File: config.mk
export PLATFORM = sky130hd
export DESIGN_NAME = sorted_array_priority_queue
export DESIGN_NICKNAME = d
export VERILOG_FILES = /design/src/rtl/core/spq_pkg.sv /design/src/rtl/core/sorted_array_priority_queue.sv /design/src/rtl/core/spq_cell.sv
export VERILOG_INCLUDE_DIRS = /design/src /design/src/rtl/core
export SDC_FILE = /design/constraint.sdc
export NUM_CORES = 2
export LEC_CHECK = 0
export ABC_AREA = 1
export BUFFER_PORTS_ARGS = -buffer_cell sky130_fd_sc_hd__buf_2
export CAP_MARGIN = 15
export CELL_PAD_IN_SITES_DETAIL_PLACEMENT = 1
export CELL_PAD_IN_SITES_GLOBAL_PLACEMENT = 2
export CORE_ASPECT_RATIO = 1.25
export CORE_MARGIN = 2
export CORE_UTILIZATION = 35
export DETAILED_ROUTE_END_ITERATION = 6
export PLACE_DENSITY = 0.9
export SLEW_MARGIN = 20
export SYNTH_ARGS = -nofsm -noshare
export SYNTH_HDL_FRONTEND = slang
export SYNTH_SLANG_ARGS = --single-unit
export TNS_END_PERCENT = 5
File: constraint.sdc
create_clock -name clock -period 2.8 [get_ports clock]
set_input_delay 0.56 -clock clock [delete_from_list [all_inputs] [get_ports clock]]
set_output_delay 0.56 -clock clock [all_outputs]
set_load 0.03 [all_outputs]
File: src/rtl/core/assert_macros.svh
// Assertion macros shared by the core RTL.
`ifndef ASSERT_MACROS_SVH
`define ASSERT_MACROS_SVH

// Concurrent check on a rising clock, off while reset is high.
`define ASSERT_CLK(label, clk, rst, prop, msg) \
   label: assert property (@(posedge clk) disable iff (rst) (prop)) else $error(msg);

// Concurrent check that also holds during reset.
`define ASSERT_ALWAYS(label, clk, prop, msg) \
   label: assert property (@(posedge clk) (prop)) else $error(msg);

`endif

File: src/rtl/core/spq_pkg.sv
// Shared constants and types of the sorted priority queue.
package spq_pkg;

   localparam int CAPACITY = 16;
   localparam int CNT_W    = $clog2(CAPACITY + 1);
   localparam int VAL_W    = 32;
   localparam int OCC_W    = 5;
   localparam int STAT_W   = 2;

   localparam logic       MODE_INSERT = 1'b0;
   localparam logic       MODE_REMOVE = 1'b1;

   localparam logic [1:0] OP_HOLD   = 2'd0;
   localparam logic [1:0] OP_INSERT = 2'd1;
   localparam logic [1:0] OP_REMOVE = 2'd2;

   localparam logic [STAT_W-1:0] STAT_OK        = 2'd0;
   localparam logic [STAT_W-1:0] STAT_OVERFLOW  = 2'd1;
   localparam logic [STAT_W-1:0] STAT_UNDERFLOW = 2'd2;

   // Broadcast to every cell.
   typedef struct packed {
      logic [1:0]              op;
      logic signed [VAL_W-1:0] key;
   } cell_ctl_type;

   // What a cell shows its neighbors.
   typedef struct packed {
      logic                    valid;
      logic                    take;
      logic signed [VAL_W-1:0] value;
   } cell_state_type;

endpackage

File: src/rtl/core/sorted_array_priority_queue.sv
// An accepted item's result is written into the output register in the cycle after it is accepted.
// Throughput: one item per cycle; every cell compares and shifts in that same cycle.
// An item is taken while the output register is empty or is being drained.
// Reset (synchronous, active high) empties the chain and the count at once;
// stored values are not cleared and are never shown before they are written.
module sorted_array_priority_queue
   import spq_pkg::*;
(
   input  logic        clock,
   input  logic        reset,
   input  logic        req_tvalid,
   output logic        req_tready,
   input  logic [31:0] req_tdata,   // [31:0] job_value
   input  logic [0:0]  req_tuser,   // [0] mode
   output logic        rsp_tvalid,
   input  logic        rsp_tready,
   output logic [39:0] rsp_tdata,   // [31:0] removed_value, [36:32] occupancy, [39:37] zero
   output logic [1:0]  rsp_tuser    // [1:0] status
);

`include "assert_macros.svh"

   cell_ctl_type            ctl;
   cell_state_type          cells [CAPACITY];
   logic [CAPACITY-1:0]     valid_vec;
   logic                    accept;
   logic                    mode;
   logic                    full;
   logic                    empty;
   logic [CNT_W-1:0]        count_ff;
   logic [CNT_W-1:0]        count_in;
   logic [CNT_W+OCC_W-1:0]  count_wide;
   logic                    rsp_valid_ff;
   logic                    rsp_valid_in;
   logic signed [VAL_W-1:0] removed_ff;
   logic signed [VAL_W-1:0] removed_in;
   logic [STAT_W-1:0]       status_ff;
   logic [STAT_W-1:0]       status_in;
   logic [OCC_W-1:0]        occ_ff;
   logic [OCC_W-1:0]        occ_in;

   assign req_tready = ~rsp_valid_ff | rsp_tready;
   assign accept     = req_tvalid & req_tready;
   assign mode       = req_tuser[0];
   assign full       = (count_ff == CNT_W'(CAPACITY));
   assign empty      = (count_ff == '0);

   always_comb begin
      ctl.op     = OP_HOLD;
      ctl.key    = req_tdata;
      count_in   = count_ff;
      status_in  = STAT_OK;
      removed_in = '0;
      if (mode == MODE_INSERT) begin
         if (full) begin
            status_in = STAT_OVERFLOW;
         end else begin
            ctl.op   = accept ? OP_INSERT : OP_HOLD;
            count_in = count_ff + CNT_W'(1);
         end
      end else begin
         if (empty) begin
            status_in = STAT_UNDERFLOW;
         end else begin
            ctl.op     = accept ? OP_REMOVE : OP_HOLD;
            count_in   = count_ff - CNT_W'(1);
            removed_in = cells[0].value;
         end
      end
   end

   assign count_wide   = {{OCC_W{1'b0}}, count_in};
   assign occ_in       = count_wide[OCC_W-1:0];
   assign rsp_valid_in = accept | (rsp_valid_ff & ~rsp_tready);

   genvar g;
   generate
      for (g = 0; g < CAPACITY; g++) begin : g_cell
         cell_state_type left_s;
         cell_state_type right_s;

         if (g == 0) begin : g_head
            // The head takes the key itself and counts as filled after an insert.
            assign left_s.valid = 1'b1;
            assign left_s.take  = 1'b0;
            assign left_s.value = '0;
         end else begin : g_mid
            assign left_s = cells[g-1];
         end

         if (g == CAPACITY - 1) begin : g_tail
            assign right_s.valid = 1'b0;
            assign right_s.take  = 1'b0;
            assign right_s.value = '0;
         end else begin : g_body
            assign right_s = cells[g+1];
         end

         spq_cell u_cell (
            .clock (clock),
            .reset (reset),
            .ctl   (ctl),
            .left  (left_s),
            .right (right_s),
            .state (cells[g])
         );

         assign valid_vec[g] = cells[g].valid;
      end
   endgenerate

   always_ff @(posedge clock) begin
      if (reset) begin
         count_ff     <= '0;
         rsp_valid_ff <= 1'b0;
      end else begin
         rsp_valid_ff <= rsp_valid_in;
         if (accept) begin
            count_ff <= count_in;
         end
      end
   end

   // Hold the result until it is taken.
   always_ff @(posedge clock) begin
      if (accept) begin
         removed_ff <= removed_in;
         status_ff  <= status_in;
         occ_ff     <= occ_in;
      end
   end

   assign rsp_tvalid = rsp_valid_ff;
   assign rsp_tdata  = {3'b000, occ_ff, removed_ff};
   assign rsp_tuser  = status_ff;

   `ASSERT_CLK(a_count_matches_cells, clock, reset,
      $countones(valid_vec) == 32'(count_ff), "count disagrees with filled cells")
   `ASSERT_CLK(a_cells_packed, clock, reset,
      ((valid_vec + CAPACITY'(1)) & valid_vec) == '0, "filled cells are not contiguous")
   `ASSERT_CLK(a_remove_returns_head, clock, reset,
      (accept && mode == MODE_REMOVE && !empty) |=>
         (rsp_tvalid && removed_ff == $past(cells[0].value)),
      "remove did not return the head")
   `ASSERT_ALWAYS(a_no_overflow_on_room, clock,
      (!reset && accept && mode == MODE_INSERT && !full) |=> (status_ff == STAT_OK),
      "insert with room flagged an error")

endmodule

File: src/rtl/core/spq_cell.sv
// One entry of the sorted chain: compare against the key and shift with neighbors.
module spq_cell
   import spq_pkg::*;
(
   input  logic           clock,
   input  logic           reset,
   input  cell_ctl_type   ctl,
   input  cell_state_type left,
   input  cell_state_type right,
   output cell_state_type state
);

   logic                    valid_ff;
   logic                    valid_in;
   logic signed [VAL_W-1:0] value_ff;
   logic signed [VAL_W-1:0] value_in;
   logic                    take;

   // The key goes at or below this cell when the cell is empty or holds a larger value.
   assign take = ~valid_ff | (ctl.key < value_ff);

   always_comb begin
      valid_in = valid_ff;
      value_in = value_ff;
      unique case (ctl.op)
         OP_INSERT: begin
            if (take) begin
               value_in = left.take ? left.value : ctl.key;
               valid_in = valid_ff | left.valid;
            end
         end
         OP_REMOVE: begin
            value_in = right.value;
            valid_in = right.valid;
         end
         default: begin
         end
      endcase
   end

   always_ff @(posedge clock) begin
      if (reset) begin
         valid_ff <= 1'b0;
      end else begin
         valid_ff <= valid_in;
      end
   end

   always_ff @(posedge clock) begin
      value_ff <= value_in;
   end

   assign state.valid = valid_ff;
   assign state.take  = take;
   assign state.value = value_ff;

endmodule

==> flow_summary_export.csv <==
group,metric,value,unit
global_route,grt_pass1_vias,39600,
critical_path,critPathKind,"flip-flop to flip-flop",
clock_tree,postCtsSetupRepairBufs,0,
routing,wl_per_cell,16.1,um
timing,max-slew-margin-rel,0.551,
clock_tree,clk_pin_slew,0.06,ns
clock_tree,cts_tree,"done",
pwr,ir_worst_vdd,450,uV
yosys,yosysUniqueCellTypes,45,
yosys,synth-async-reset-ratio,0,
timing,min_period,2.64,ns
critical_path,start_kind,"flip-flop",
placement,dp_hpwl,88.0,mm
global_route,antenna_found_initial,0,
min_path,hp-class,"input pin to flip-flop",
yosys,synth_most_common_cell,"nand2_1",
timing,max_clock_freq,379,MHz
critical_path,crit_family,"simple AND/OR/NAND/NOR gates",
floorplanning,start_util,0.352,
global_route,grt_overflow_total,0,
yosys,yosysTopAreaCell,"edfxtp_1",
clock_tree,cts_hold_buffers,0,
cells_and_area,syn2layout_area_growth,15.4,%
critical_path,path_cells,"inv_1, ha_1, nand2_1, inv_1, o21ai_0, nand2_1, nand2_1, o211ai_1, nor2_1, nand3_1, nand3_2, nand2_1, nand2_2, buf_12",
floorplanning,die_area,123000,um^2
floorplanning,dieWidth,314,um
critical_path,cp_num_cells,14,
critical_path,r2r_setup_slack,0.16,ns
yosys,yosys-top-cells-area,"edfxtp_1 39%, nand2_1 16%, ha_1 15%, inv_1 5.9%, nor2_1 5.2%",
yosys,synthCells,5522,
placement,dp_cells,7237,
critical_path,critPathSlowestCell,"edfxtp_1",
routing,drt_iter0_markers,1759,
critical_path,cp_common_cell,"nand2_1",
placement,place.gp.congestion,0.812,
routing,wirelength,118,mm
yosys,synth_common_cells,"1800 x nand2_1, 664 x inv_1, 580 x nor2_1, 551 x edfxtp_1, 498 x ha_1",
flow_run,maxCapViolCount,0,
yosys,yosysTopAreaCellShare,0.392,
timing,fin_tns_setup,0,ns
yosys,synth_seq_cells,573,
yosys,syn-mean-instance-area,7.64,um^2
global_route,grt_pass1_wl,198,mm
placement,io_buffer_count,77,
timing,setup_viol,0,
timing,worst_pin_slew,0.673,ns
floorplanning,ioPinCount,81,
pwr,power.density,607,nW/um^2
clock_tree,clkLatencyLatePin,0.65,ns
clock_tree,cts_max_level,3,
clock_tree,cts-root-buf,"clkbuf_16",
cells_and_area,n_fill_cell,14700,
timing,whs,0.138,ns
cells_and_area,multi_input_area,21300,um^2
timing,rsz0062_at_grt,"yes",
routing,drc,0,
critical_path,slowest_delay,0.36,ns
timing,final_max_slew_viol_count,0,
floorplanning,die_y,392,um
cells_and_area,num_antenna_cells,0,
cells_and_area,drive_above_1_share,0.0917,
critical_path,worstPathArrival,2.98,ns
cells_and_area,stdcell_count,7363,
cells_and_area,final_nets,6260,
critical_path,end_kind,"flip-flop",
yosys,synth_flop_cell,"edfxtp_1",
floorplanning,core.rowCount,142,
routing,avgViaCountPerCell,4.98,
global_route,grt_max_degree,94,
min_path,whs_path_depth,2,
yosys,synth_edf_count,551,
critical_path,crit_fanout,26,
routing,ant_nets,0,
floorplanning,core,120000,um^2
outcome,run_status,"completed",
clock_tree,clock_path_buffers,3,
cells_and_area,fin_util,0.406,
critical_path,worst-path-buf-inv,3,
critical_path,required,3.14,ns
cells_and_area,layout.area.seq,17000,um^2
clock_tree,ctsResizeCount,0,
critical_path,reg2reg_depth,14,
timing,hold_viol,0,
yosys,synth_seq_area_share,0.403,
yosys,ys_warn_count,0,
pwr,leakage,23.9,nW
clock_tree,cts_buffers,70,
routing,dr.pass1.iters,5,
yosys,syn-cell-area,42200,um^2
timing,finClkSkew,0.0146,ns
routing,vias,36700,
global_route,grt_util_all_layers,0.193,
timing,fin_crit_sh,0.942,
clock_tree,cts.sinks,573,
==> sequential cells by signal, indices dropped and copies added (netlist names) <==
register / flops
removed_ff: 32
rsp_tuser: 2
rsp_tvalid: 1
count_ff: 5
occ_ff: 5
g_cell.u_cell.valid_ff: 16
g_cell.u_cell.value_ff: 512
==> path summary, 6_finish.rpt <==
kind / start / end
max: g_cell[0].u_cell.value_ff[25] / g_cell[0].u_cell.value_ff[5]
min: reset / rsp_tvalid
max reg2reg: g_cell[0].u_cell.value_ff[25] / g_cell[0].u_cell.value_ff[5]
min reg2reg: count_ff[4] / count_ff[4]
==> cell type report <==
type | count | area share
Multi-Input combinational cell | 4011 | 0.439
Sequential cell | 573 | 0.349
Timing Repair Buffer | 402 | 0.0759
Inverter | 667 | 0.0516
Tap cell | 1584 | 0.0407
Clock buffer | 93 | 0.0391
Clock inverter | 33 | 0.00527
==> metal layers <==
layer	track usage	part of all wire	up-vias
met3	0.0181	0.023	126
met2	0.359	0.50	367
li1	-	-	18500
met1	0.235	0.45	17700
met5	0	0	-
met4	0.0551	0.021	0
==> where the power goes <==
part	internal (W)	switching, W
Combinational	0.00324	0.00562
Clock	0.00513	0.00384
Sequential	0.0111	0.000572
==> metrics by stage <==
stage / cell area [um^2] / setup WS (ns) / total power [W]
global route: 48700 / -0.0193 / 0.0316
floorplan: 42200 / -0.171 / 0.0177
CTS: 48600 / 0.0714 / 0.0300
global placement: 46500 / -0.465 / 0.0203
finish: 48700 / 0.162 / 0.0296
detailed placement: 46500 / -0.524 / 0.0208
==> kinds of logic (layout without fill, tap and decap cells) <==
kind of cell    count (synthesis)  in the layout  synth area share
simple gates                 2593           2593             0.242
buf+inv                       940           1195            0.0939
compound gates                911            911             0.113
flops                         573            573             0.403
fa+ha+maj                     498            498             0.148
xor+xnor                        5              5           0.00104
other cells                     1              3         0.0000889
mux                             1              1          0.000267
==> cells in the final DEF (no fill, tap or decap), types with 3 or more instances in the layout <==
master / netlist / layout
buf_2: 89 / 73
clkbuf_16: 0 / 73
dfxtp_1: 22 / 22
o22ai_1: 34 / 34
bufinv_16: 0 / 4
inv_6: 0 / 4
clkbuf_4: 0 / 4
o21a_1: 12 / 12
o31ai_1: 13 / 13
nor2_1: 580 / 579
inv_1: 664 / 664
nand2_2: 1 / 6
buf_12: 0 / 68
a31oi_1: 4 / 4
and3_1: 3 / 3
a21oi_1: 286 / 284
clkinv_2: 0 / 6
clkinv_1: 0 / 19
o211ai_1: 16 / 16
ha_1: 498 / 498
nand3_2: 1 / 15
nand2_1: 1800 / 1795
nor3_1: 16 / 15
conb_1: 1 / 3
clkbuf_1: 118 / 20
buf_4: 43 / 255
nor4_2: 7 / 7
edfxtp_1: 551 / 551
a21o_1: 9 / 9
o21ai_1: 393 / 393
nand3_1: 100 / 86
nand4_1: 73 / 73
o21ai_0: 140 / 140
xor2_1: 3 / 3
(Power assumes the default switching activity.)
